===== src/rtl/u16u8_pkg.sv =====
// Package for the UTF-16 to UTF-8 line splitter.
// Holds the channel word types, the job type passed front to back, and code constants.
// No dependencies.
package u16u8_pkg;

	localparam int JOB_SLOTS = 8;
	localparam int JOB_CNT_W = $clog2(JOB_SLOTS + 1);
	localparam int JOB_IDX_W = $clog2(JOB_SLOTS);
	localparam int QDEPTH = 2;
	localparam int QPTR_W = $clog2(QDEPTH);
	localparam int QCNT_W = $clog2(QDEPTH + 1);

	localparam logic [1:0] KIND_BYTE = 2'd0;
	localparam logic [1:0] KIND_EOL  = 2'd1;
	localparam logic [1:0] KIND_EOS  = 2'd2;

	localparam logic [15:0] SURR_MASK = 16'hFC00;
	localparam logic [15:0] HIGH_SURR = 16'hD800;
	localparam logic [15:0] LOW_SURR  = 16'hDC00;
	localparam logic [15:0] CHAR_NUL  = 16'h0000;
	localparam logic [15:0] CHAR_CR   = 16'h000D;
	localparam logic [15:0] CHAR_LF   = 16'h000A;
	localparam logic [15:0] MAX_1B    = 16'h007F;
	localparam logic [15:0] MAX_2B    = 16'h07FF;
	localparam logic [16:0] SUPP_BASE = 17'h10000;

	localparam logic [7:0] REPL_B0 = 8'hEF;
	localparam logic [7:0] REPL_B1 = 8'hBF;
	localparam logic [7:0] REPL_B2 = 8'hBD;
	localparam logic [7:0] LEAD_2B = 8'hC0;
	localparam logic [7:0] LEAD_3B = 8'hE0;
	localparam logic [7:0] LEAD_4B = 8'hF0;
	localparam logic [7:0] CONT_B  = 8'h80;

	typedef struct packed {
		logic [15:0] code_unit;
		logic        final_unit;
	} unit_word_t;

	typedef struct packed {
		logic [1:0] result_kind;
		logic [7:0] byte_value;
		logic       run_last;
	} res_word_t;

	typedef struct packed {
		logic [1:0] kind;
		logic [7:0] byte_value;
	} res_ent_t;

	typedef struct packed {
		res_ent_t [JOB_SLOTS-1:0] ent;
		logic [JOB_CNT_W-1:0]     count;
	} job_t;

endpackage


===== src/rtl/u16u8_front.sv =====
// Front end: accepts code units, tracks surrogate/line/string state, builds a result job.
// Uses u16u8_pkg.
module u16u8_front
	import u16u8_pkg::*;
(
	input  logic       clk,
	input  logic       arst_n,
	input  logic       unit_valid,
	output logic       unit_stall,
	input  unit_word_t unit_word,
	input  logic       q_full,
	output logic       q_push,
	output job_t       q_job
);

	logic [9:0] held_bits_q;
	logic       held_q;
	logic       line_q;
	logic       ended_q;

	logic [9:0] held_bits_n;
	logic       held_n;
	logic       line_n;
	logic       ended_n;
	job_t       job;
	logic       accept;

	logic [15:0] u;
	logic        fin;
	logic        is_high;
	logic        is_low;
	logic [20:0] cp;

	function automatic job_t put(job_t j, logic [1:0] k, logic [7:0] b);
		job_t r;
		r = j;
		r.ent[j.count[JOB_IDX_W-1:0]] = '{kind: k, byte_value: b};
		r.count = j.count + JOB_CNT_W'(1);
		return r;
	endfunction

	function automatic job_t put_repl(job_t j);
		job_t r;
		r = put(j, KIND_BYTE, REPL_B0);
		r = put(r, KIND_BYTE, REPL_B1);
		r = put(r, KIND_BYTE, REPL_B2);
		return r;
	endfunction

	assign u       = unit_word.code_unit;
	assign fin     = unit_word.final_unit;
	assign is_high = (u & SURR_MASK) == HIGH_SURR;
	assign is_low  = (u & SURR_MASK) == LOW_SURR;
	assign cp      = {4'd0, SUPP_BASE} + {1'b0, held_bits_q, u[9:0]};

	always_comb begin
		job         = '0;
		held_bits_n = held_bits_q;
		held_n      = held_q;
		line_n      = line_q;
		ended_n     = ended_q;
		if (ended_q) begin
			// swallowing units up to the final flag
			if (fin)
				ended_n = 1'b0;
		end else if (u == CHAR_NUL) begin
			if (held_q) begin
				job         = put_repl(job);
				line_n      = 1'b1;
				held_n      = 1'b0;
				held_bits_n = '0;
			end
			if (line_n)
				job = put(job, KIND_EOL, 8'h00);
			job     = put(job, KIND_EOS, 8'h00);
			line_n  = 1'b0;
			ended_n = !fin;
		end else begin
			if (held_q && is_low) begin
				job = put(job, KIND_BYTE, LEAD_4B | {5'd0, cp[20:18]});
				job = put(job, KIND_BYTE, CONT_B | {2'd0, cp[17:12]});
				job = put(job, KIND_BYTE, CONT_B | {2'd0, cp[11:6]});
				job = put(job, KIND_BYTE, CONT_B | {2'd0, cp[5:0]});
				line_n      = 1'b1;
				held_n      = 1'b0;
				held_bits_n = '0;
			end else begin
				if (held_q) begin
					// held high surrogate left unpaired
					job         = put_repl(job);
					line_n      = 1'b1;
					held_n      = 1'b0;
					held_bits_n = '0;
				end
				if (is_high) begin
					if (fin) begin
						job    = put_repl(job);
						line_n = 1'b1;
					end else begin
						held_n      = 1'b1;
						held_bits_n = u[9:0];
					end
				end else if (is_low) begin
					job    = put_repl(job);
					line_n = 1'b1;
				end else if (u == CHAR_CR) begin
					line_n = line_n;
				end else if (u == CHAR_LF) begin
					job    = put(job, KIND_EOL, 8'h00);
					line_n = 1'b0;
				end else if (u <= MAX_1B) begin
					job    = put(job, KIND_BYTE, u[7:0]);
					line_n = 1'b1;
				end else if (u <= MAX_2B) begin
					job    = put(job, KIND_BYTE, LEAD_2B | {3'd0, u[10:6]});
					job    = put(job, KIND_BYTE, CONT_B | {2'd0, u[5:0]});
					line_n = 1'b1;
				end else begin
					job    = put(job, KIND_BYTE, LEAD_3B | {4'd0, u[15:12]});
					job    = put(job, KIND_BYTE, CONT_B | {2'd0, u[11:6]});
					job    = put(job, KIND_BYTE, CONT_B | {2'd0, u[5:0]});
					line_n = 1'b1;
				end
			end
			if (fin) begin
				if (line_n)
					job = put(job, KIND_EOL, 8'h00);
				job    = put(job, KIND_EOS, 8'h00);
				line_n = 1'b0;
			end
		end
	end

	assign unit_stall = q_full;
	assign accept     = unit_valid && !q_full;
	assign q_push     = accept && (job.count != '0);
	assign q_job      = job;

	always_ff @(posedge clk or negedge arst_n) begin
		if (!arst_n) begin
			held_bits_q <= '0;
			held_q      <= 1'b0;
			line_q      <= 1'b0;
			ended_q     <= 1'b0;
		end else if (accept) begin
			held_bits_q <= held_bits_n;
			held_q      <= held_n;
			line_q      <= line_n;
			ended_q     <= ended_n;
		end
	end

endmodule


===== src/rtl/u16u8_fifo.sv =====
// Two-entry job queue between the front end and the byte sequencer.
// Uses u16u8_pkg.
module u16u8_fifo
	import u16u8_pkg::*;
(
	input  logic clk,
	input  logic arst_n,
	input  logic push,
	input  job_t push_job,
	output logic full,
	input  logic pop,
	output logic valid,
	output job_t head_job
);

	job_t              mem_q [QDEPTH];
	logic [QPTR_W-1:0] wr_ptr_q;
	logic [QPTR_W-1:0] rd_ptr_q;
	logic [QCNT_W-1:0] cnt_q;
	logic              do_push;
	logic              do_pop;

	assign full     = cnt_q == QCNT_W'(QDEPTH);
	assign valid    = cnt_q != '0;
	assign head_job = mem_q[rd_ptr_q];
	assign do_push  = push && !full;
	assign do_pop   = pop && valid;

	always_ff @(posedge clk) begin
		if (do_push)
			mem_q[wr_ptr_q] <= push_job;
	end

	always_ff @(posedge clk or negedge arst_n) begin
		if (!arst_n) begin
			wr_ptr_q <= '0;
			rd_ptr_q <= '0;
			cnt_q    <= '0;
		end else begin
			if (do_push)
				wr_ptr_q <= wr_ptr_q + QPTR_W'(1);
			if (do_pop)
				rd_ptr_q <= rd_ptr_q + QPTR_W'(1);
			if (do_push && !do_pop)
				cnt_q <= cnt_q + QCNT_W'(1);
			else if (do_pop && !do_push)
				cnt_q <= cnt_q - QCNT_W'(1);
		end
	end

endmodule


===== src/rtl/u16u8_back.sv =====
// Back end: walks one job a result at a time into the output register.
// Uses u16u8_pkg.
module u16u8_back
	import u16u8_pkg::*;
(
	input  logic      clk,
	input  logic      arst_n,
	input  logic      q_valid,
	input  job_t      q_job,
	output logic      q_pop,
	output logic      res_valid,
	input  logic      res_stall,
	output res_word_t res_word
);

	job_t                 job_q;
	logic [JOB_IDX_W-1:0] idx_q;
	logic                 busy_q;
	logic                 res_valid_q;
	res_word_t            res_word_q;

	res_ent_t ent;
	logic     last;
	logic     advance;

	assign ent     = job_q.ent[idx_q];
	assign last    = {1'b0, idx_q} == (job_q.count - JOB_CNT_W'(1));
	assign advance = busy_q && (!res_valid_q || !res_stall);
	assign q_pop   = q_valid && (!busy_q || (advance && last));

	always_ff @(posedge clk) begin
		if (advance)
			res_word_q <= '{result_kind: ent.kind, byte_value: ent.byte_value, run_last: last};
		if (q_pop)
			job_q <= q_job;
	end

	always_ff @(posedge clk or negedge arst_n) begin
		if (!arst_n) begin
			res_valid_q <= 1'b0;
			busy_q      <= 1'b0;
			idx_q       <= '0;
		end else begin
			if (advance)
				res_valid_q <= 1'b1;
			else if (!res_stall)
				res_valid_q <= 1'b0;
			if (advance)
				idx_q <= idx_q + JOB_IDX_W'(1);
			if (advance && last)
				busy_q <= 1'b0;
			if (q_pop) begin
				busy_q <= 1'b1;
				idx_q  <= '0;
			end
		end
	end

	assign res_valid = res_valid_q;
	assign res_word  = res_word_q;

endmodule


===== src/rtl/utf16_to_utf8_line_splitter.sv =====
// UTF-16 to UTF-8 line splitter, top level. Uses u16u8_pkg, u16u8_front, u16u8_fifo, u16u8_back.
// First result of a unit passes the queue entry, the back end's job register and the output register to res_word.
// Throughput: one result word per cycle from the back end while res_stall is low; a unit makes
// 1 to 8 results (3 for a typical BMP character); units with no result push no job.
// The front end takes a unit whenever the two-job queue has room.
// Reset (arst_n low) clears surrogate, line and string state, the queue and the output.
module utf16_to_utf8_line_splitter
	import u16u8_pkg::*;
(
	input  logic       clk,
	input  logic       arst_n,
	input  logic       unit_valid,
	output logic       unit_stall,
	input  unit_word_t unit_word,
	output logic       res_valid,
	input  logic       res_stall,
	output res_word_t  res_word
);

	logic q_full;
	logic q_push;
	job_t q_push_job;
	logic q_pop;
	logic q_valid;
	job_t q_head_job;

	u16u8_front u_front (
		.clk        (clk),
		.arst_n     (arst_n),
		.unit_valid (unit_valid),
		.unit_stall (unit_stall),
		.unit_word  (unit_word),
		.q_full     (q_full),
		.q_push     (q_push),
		.q_job      (q_push_job)
	);

	u16u8_fifo u_fifo (
		.clk      (clk),
		.arst_n   (arst_n),
		.push     (q_push),
		.push_job (q_push_job),
		.full     (q_full),
		.pop      (q_pop),
		.valid    (q_valid),
		.head_job (q_head_job)
	);

	u16u8_back u_back (
		.clk       (clk),
		.arst_n    (arst_n),
		.q_valid   (q_valid),
		.q_job     (q_head_job),
		.q_pop     (q_pop),
		.res_valid (res_valid),
		.res_stall (res_stall),
		.res_word  (res_word)
	);

endmodule


===== config.mk =====
export PLATFORM = sky130hd
export DESIGN_NAME = utf16_to_utf8_line_splitter
export DESIGN_NICKNAME = d
export VERILOG_FILES = /design/src/rtl/u16u8_pkg.sv /design/src/rtl/u16u8_front.sv /design/src/rtl/u16u8_fifo.sv /design/src/rtl/u16u8_back.sv /design/src/rtl/utf16_to_utf8_line_splitter.sv
export SDC_FILE = /design/constraint.sdc
export NUM_CORES = 1
export LEC_CHECK = 0
export BUFFER_PORTS_ARGS = -buffer_cell sky130_fd_sc_hd__buf_2
export CAP_MARGIN = 40
export CORE_MARGIN = 2
export CORE_UTILIZATION = 45
export CTS_CLUSTER_SIZE = 14
export DETAILED_ROUTE_END_ITERATION = 16
export GPL_ROUTABILITY_DRIVEN = 0
export GPL_TIMING_DRIVEN = 0
export PLACE_DENSITY = 0.73
export SETUP_SLACK_MARGIN = 0.1
export SKIP_LAST_GASP = 1
export SLEW_MARGIN = 20
export SYNTH_ARGS = -nofsm -noshare
export SYNTH_HDL_FRONTEND = slang
export SYNTH_SLANG_ARGS = --single-unit

===== constraint.sdc =====
create_clock -name clk -period 6.5 [get_ports clk]
set_input_delay 0 -clock clk [delete_from_list [all_inputs] [get_ports clk]]
set_output_delay 0 -clock clk [all_outputs]
set_load 0.02 [all_outputs]

==> key figures <==
Synthesis
  – Main synth FF type: edfxtp_1
  – Yosys reg bits: 225
  – Syn avg cell area: 13.5 um^2
  – Syn. warnings: 0
  – Xor and xnor area share after synthesis: 0.0138
  – Synth Area in Simple Gates: 0.0957
  – Post-synthesis compound-gate area fraction: 0.0939
  – Synth top area share: 0.600
  – Synthesized Nets: 782
  – Mux share of post-synthesis cell area: 0.107
  – Cells after Synth: 750
  – Synth Area in Adders: 0.0136
  – Post-synth EDFFs: 203
  – Yosys top cell by area: edfxtp_1
  – Seq/Total Area, Yosys: 0.655
  – Share of async-settable or async-resettable flops after synthesis: 0.0978
  – Largest family of logic cells by synthesized area: multiplexers
  – Synthesized cell area: 10200 um^2
  – Distinct cells, synth: 65
  – Synth top area cells: edfxtp_1, mux2_2, dfrtp_1, a21oi_1, mux4_2

Global route
  – Vias in the first global route: 6137
  – Largest net degree at the start of global routing: 47
  – Initial antenna violation count: 0
  – GRT Util Overall: 0.191
  – First-pass GRT wire length: 35.0 mm
  – Grt total ovfl: 0

STA
  – Fin. Hold Viols: 0
  – Fin Clk Skew: 0.0137 ns
  – Unrepaired setup endpoints after global routing: false
  – Min Tclk post-route: 5.40 ns
  – Max Slew Vio Count: 0
  – Relative slew margins: 0.434
  – Tightest Pin Transition: 0.848 ns
  – Max frequency: 185 MHz
  – # setup viols final: 0
  – Period utilisation layout: 0.831

Clock tree
  – Worst-path clk slew: 0.07 ns
  – H-tree depth: 1
  – Worst-skew pair later-pin latency: 0.50 ns
  – Clock buffer count from CTS: 22
  – CTS sink count: 225
  – CTS root buffer: clkbuf_16
  – Post-CTS resize count: 0
  – Longest Clk Path Bufs: 3
  – CTS tree: yes

Cells and area
  – Net count reported at finish: 856
  – Share of cells above drive strength 1: 0.196
  – Area grow syn2layout: 14.8%
  – Finished Layout Cells: 1118
  – Inserted Diodes: 0

Routing
  – DRC Markers: 0
  – Detailed Route Iter0 Violations: 783
  – Drt total wl: 22.9 mm
  – Vias: 6597
  – Wire length per cell: 20.5 um
  – Avg Vias per Cell: 5.90
  – Antenna Nets Post-Route: 0
  – 1st-pass router iterations: 6

Run
  – Max_cap viols: 0

Run status
  – Status: finished clean

Place
  – IO Port Bufs: 30
  – Dpl hpwl: 16.0 mm
  – Dpl cells: 1068

Die
  – Initial Util: 0.462
  – # IOs: 34
  – Die Wd: 154 um
  – Core area: 22000 um^2
  – Row cnt: 54
  – Die Y: 154 um
  – Die area: 23800 um^2

Worst setup path
  – Max FO, Critical Path: 24
  – Crit path launch type: flip-flop
  – WP data arrival: 5.61 ns
  – CP required: 6.71 ns
  – CP endpoint kind: flip-flop
  – Crit Path Class: flip-flop to flip-flop
  – RR Startpoint: u_front.held_q
  – Worst Setup SP: u_front.held_q

Pwr
  – VDD IR max: 0.198 mV
  – Pwr Total: 4.37 mW
  – Power Dens Cells: 374 nW/um^2
  – Lkg Pwr: 4.15 nW

Hold path
  – Hold_sp: unit_word[2]
  – Hold WC Path Type: primary input to flip-flop
==> cell usage in the layout, fill, tap and decap left out, types with 8 or more instances in the layout <==
master / n
and3_1: 8
nor2_1: 59
dlygate4sd3_1: 11
inv_1: 16
buf_2: 31
mux4_2: 11
a22o_1: 11
ha_1: 11
a21oi_1: 56
xnor2_1: 8
mux2i_1: 8
mux2_2: 67
clkbuf_16: 23
nor4_1: 11
nor3_1: 20
nand2b_1: 8
nand2_1: 49
edfxtp_1: 203
nand3_1: 13
o21ai_0: 37
clkbuf_1: 39
dfrtp_1: 22
o22ai_1: 10
xor2_1: 8
==> cells in the mapped netlist, types with 3 or more instances <==
library cell / number
a211oi_1: 4
a21o_1: 4
a21oi_1: 57
a22o_1: 11
a31oi_1: 4
and2_1: 5
and3_1: 8
buf_1: 4
clkbuf_1: 36
dfrtp_1: 22
edfxtp_1: 203
ha_1: 11
inv_1: 16
mux2_2: 67
mux2i_1: 8
mux4_2: 11
nand2_1: 49
nand2b_1: 8
nand3_1: 13
nand4_1: 4
nor2_1: 59
nor2b_1: 4
nor3_1: 20
nor4_1: 11
o21ai_0: 37
o22ai_1: 10
or2_2: 3
or3_1: 3
or4_1: 3
xnor2_1: 8
xor2_1: 8
==> power by group <==
group          total, mW  leakage, nW  internal (mW)  switching, mW
sequential          2.05         2.16           1.96         0.0842
clock               1.20        0.337          0.694          0.511
combinational       1.11         1.65          0.484          0.630
==> sequential cells by signal (all words and copies together) (netlist names), 2 cells and up <==
| signal | count |
|---|---|
| u_fifo.cnt_q | 2 |
| u_front.held_bits_q | 10 |
| u_back.idx_q | 3 |
| u_back.res_word | 11 |
| u_back.job_q | 64 |
| u_fifo.mem_q | 128 |
==> stage by stage <==
step / TNS, ns / util / setup WS (ns) / hold slack, ns / instance area, um^2
finish: 0 / 0.531 / 1.10 / 0.0267 / 11700
global route: 0 / 0.531 / 0.713 / 0.0419 / 11700
CTS: 0 / 0.531 / 1.12 / 0.00512 / 11700
detailed placement: 0 / 0.494 / 1.14 / 0.0659 / 10900
global placement: -67.40 / 0.485 / -0.961 / 0.0594 / 10700
floorplan: 0 / - / 0.947 / -0.296 / 10200
==> kinds of logic (layout without fill, tap and decap cells) <==
logic type,after synthesis,count (layout)
AO/OA/AOI/OAI,154,154
flip-flops,225,225
AND/OR/NAND/NOR,199,199
XOR/XNOR,16,16
multiplexers,86,86
buffers and inverters,59,147
adder cells (fa/ha/maj),11,11
==> repair_timing <==
action,in CTS,in global routing
hold endpoints to repair,35,0
setup buffers,0,0
hold buffers,11,0
==> cell type report <==
cell class	instances	area [um^2]
inverters	18	67.6
multi-input cells	466	3300
well taps	280	350
clock inverters	11	82.6
clock buffers	27	601
fillers	1763	10300
plain buffers	41	155
repair buffers	50	455
flip-flops and latches	225	6650
==> layer usage <==
layer | up-vias | share of wire | GRT usage | routed length, um
met1 | 3243 | 0.44 | 0.273 | 9990
li1 | 3005 | - | - | -
met4 | 0 | 0.017 | 0.0494 | 385
met2 | 314 | 0.47 | 0.314 | 10800
met3 | 35 | 0.075 | 0.0221 | 1720
met5 | - | 0 | 0 | 0
==> worst max-delay path: stages, from the launching register on <==
cell and delay, ns:
dfrtp_1 0.55, clkbuf_1 0.41, clkinv_1 0.36, ha_1 0.31, mux2_2 0.27, nand2_1 0.18, o211ai_1 0.32, xnor2_1 0.52
inv_1 0.17, ha_1 0.27, inv_1 0.08, or4_1 0.11, a211o_1 0.12, and3_4 0.22, o21ba_4 0.18, nor2b_4 0.54
buf_12 0.27, buf_16 0.20
==> final timing paths <==
check,to,slack [ns],depth (start not counted)
max in group asynchronous,u_fifo.cnt_q[0],6.01,2
min in group asynchronous,u_front.held_bits_q[0],0.06,2
worst max register to register,u_fifo.mem_q[0][57],1.10,17
worst max-delay path,u_fifo.mem_q[0][57],1.10,17
worst min register to register,u_fifo.cnt_q[1],0.49,1
worst min-delay path,u_front.held_bits_q[1],0.03,2
No activity file was read; power rests on OpenSTA's default activity.
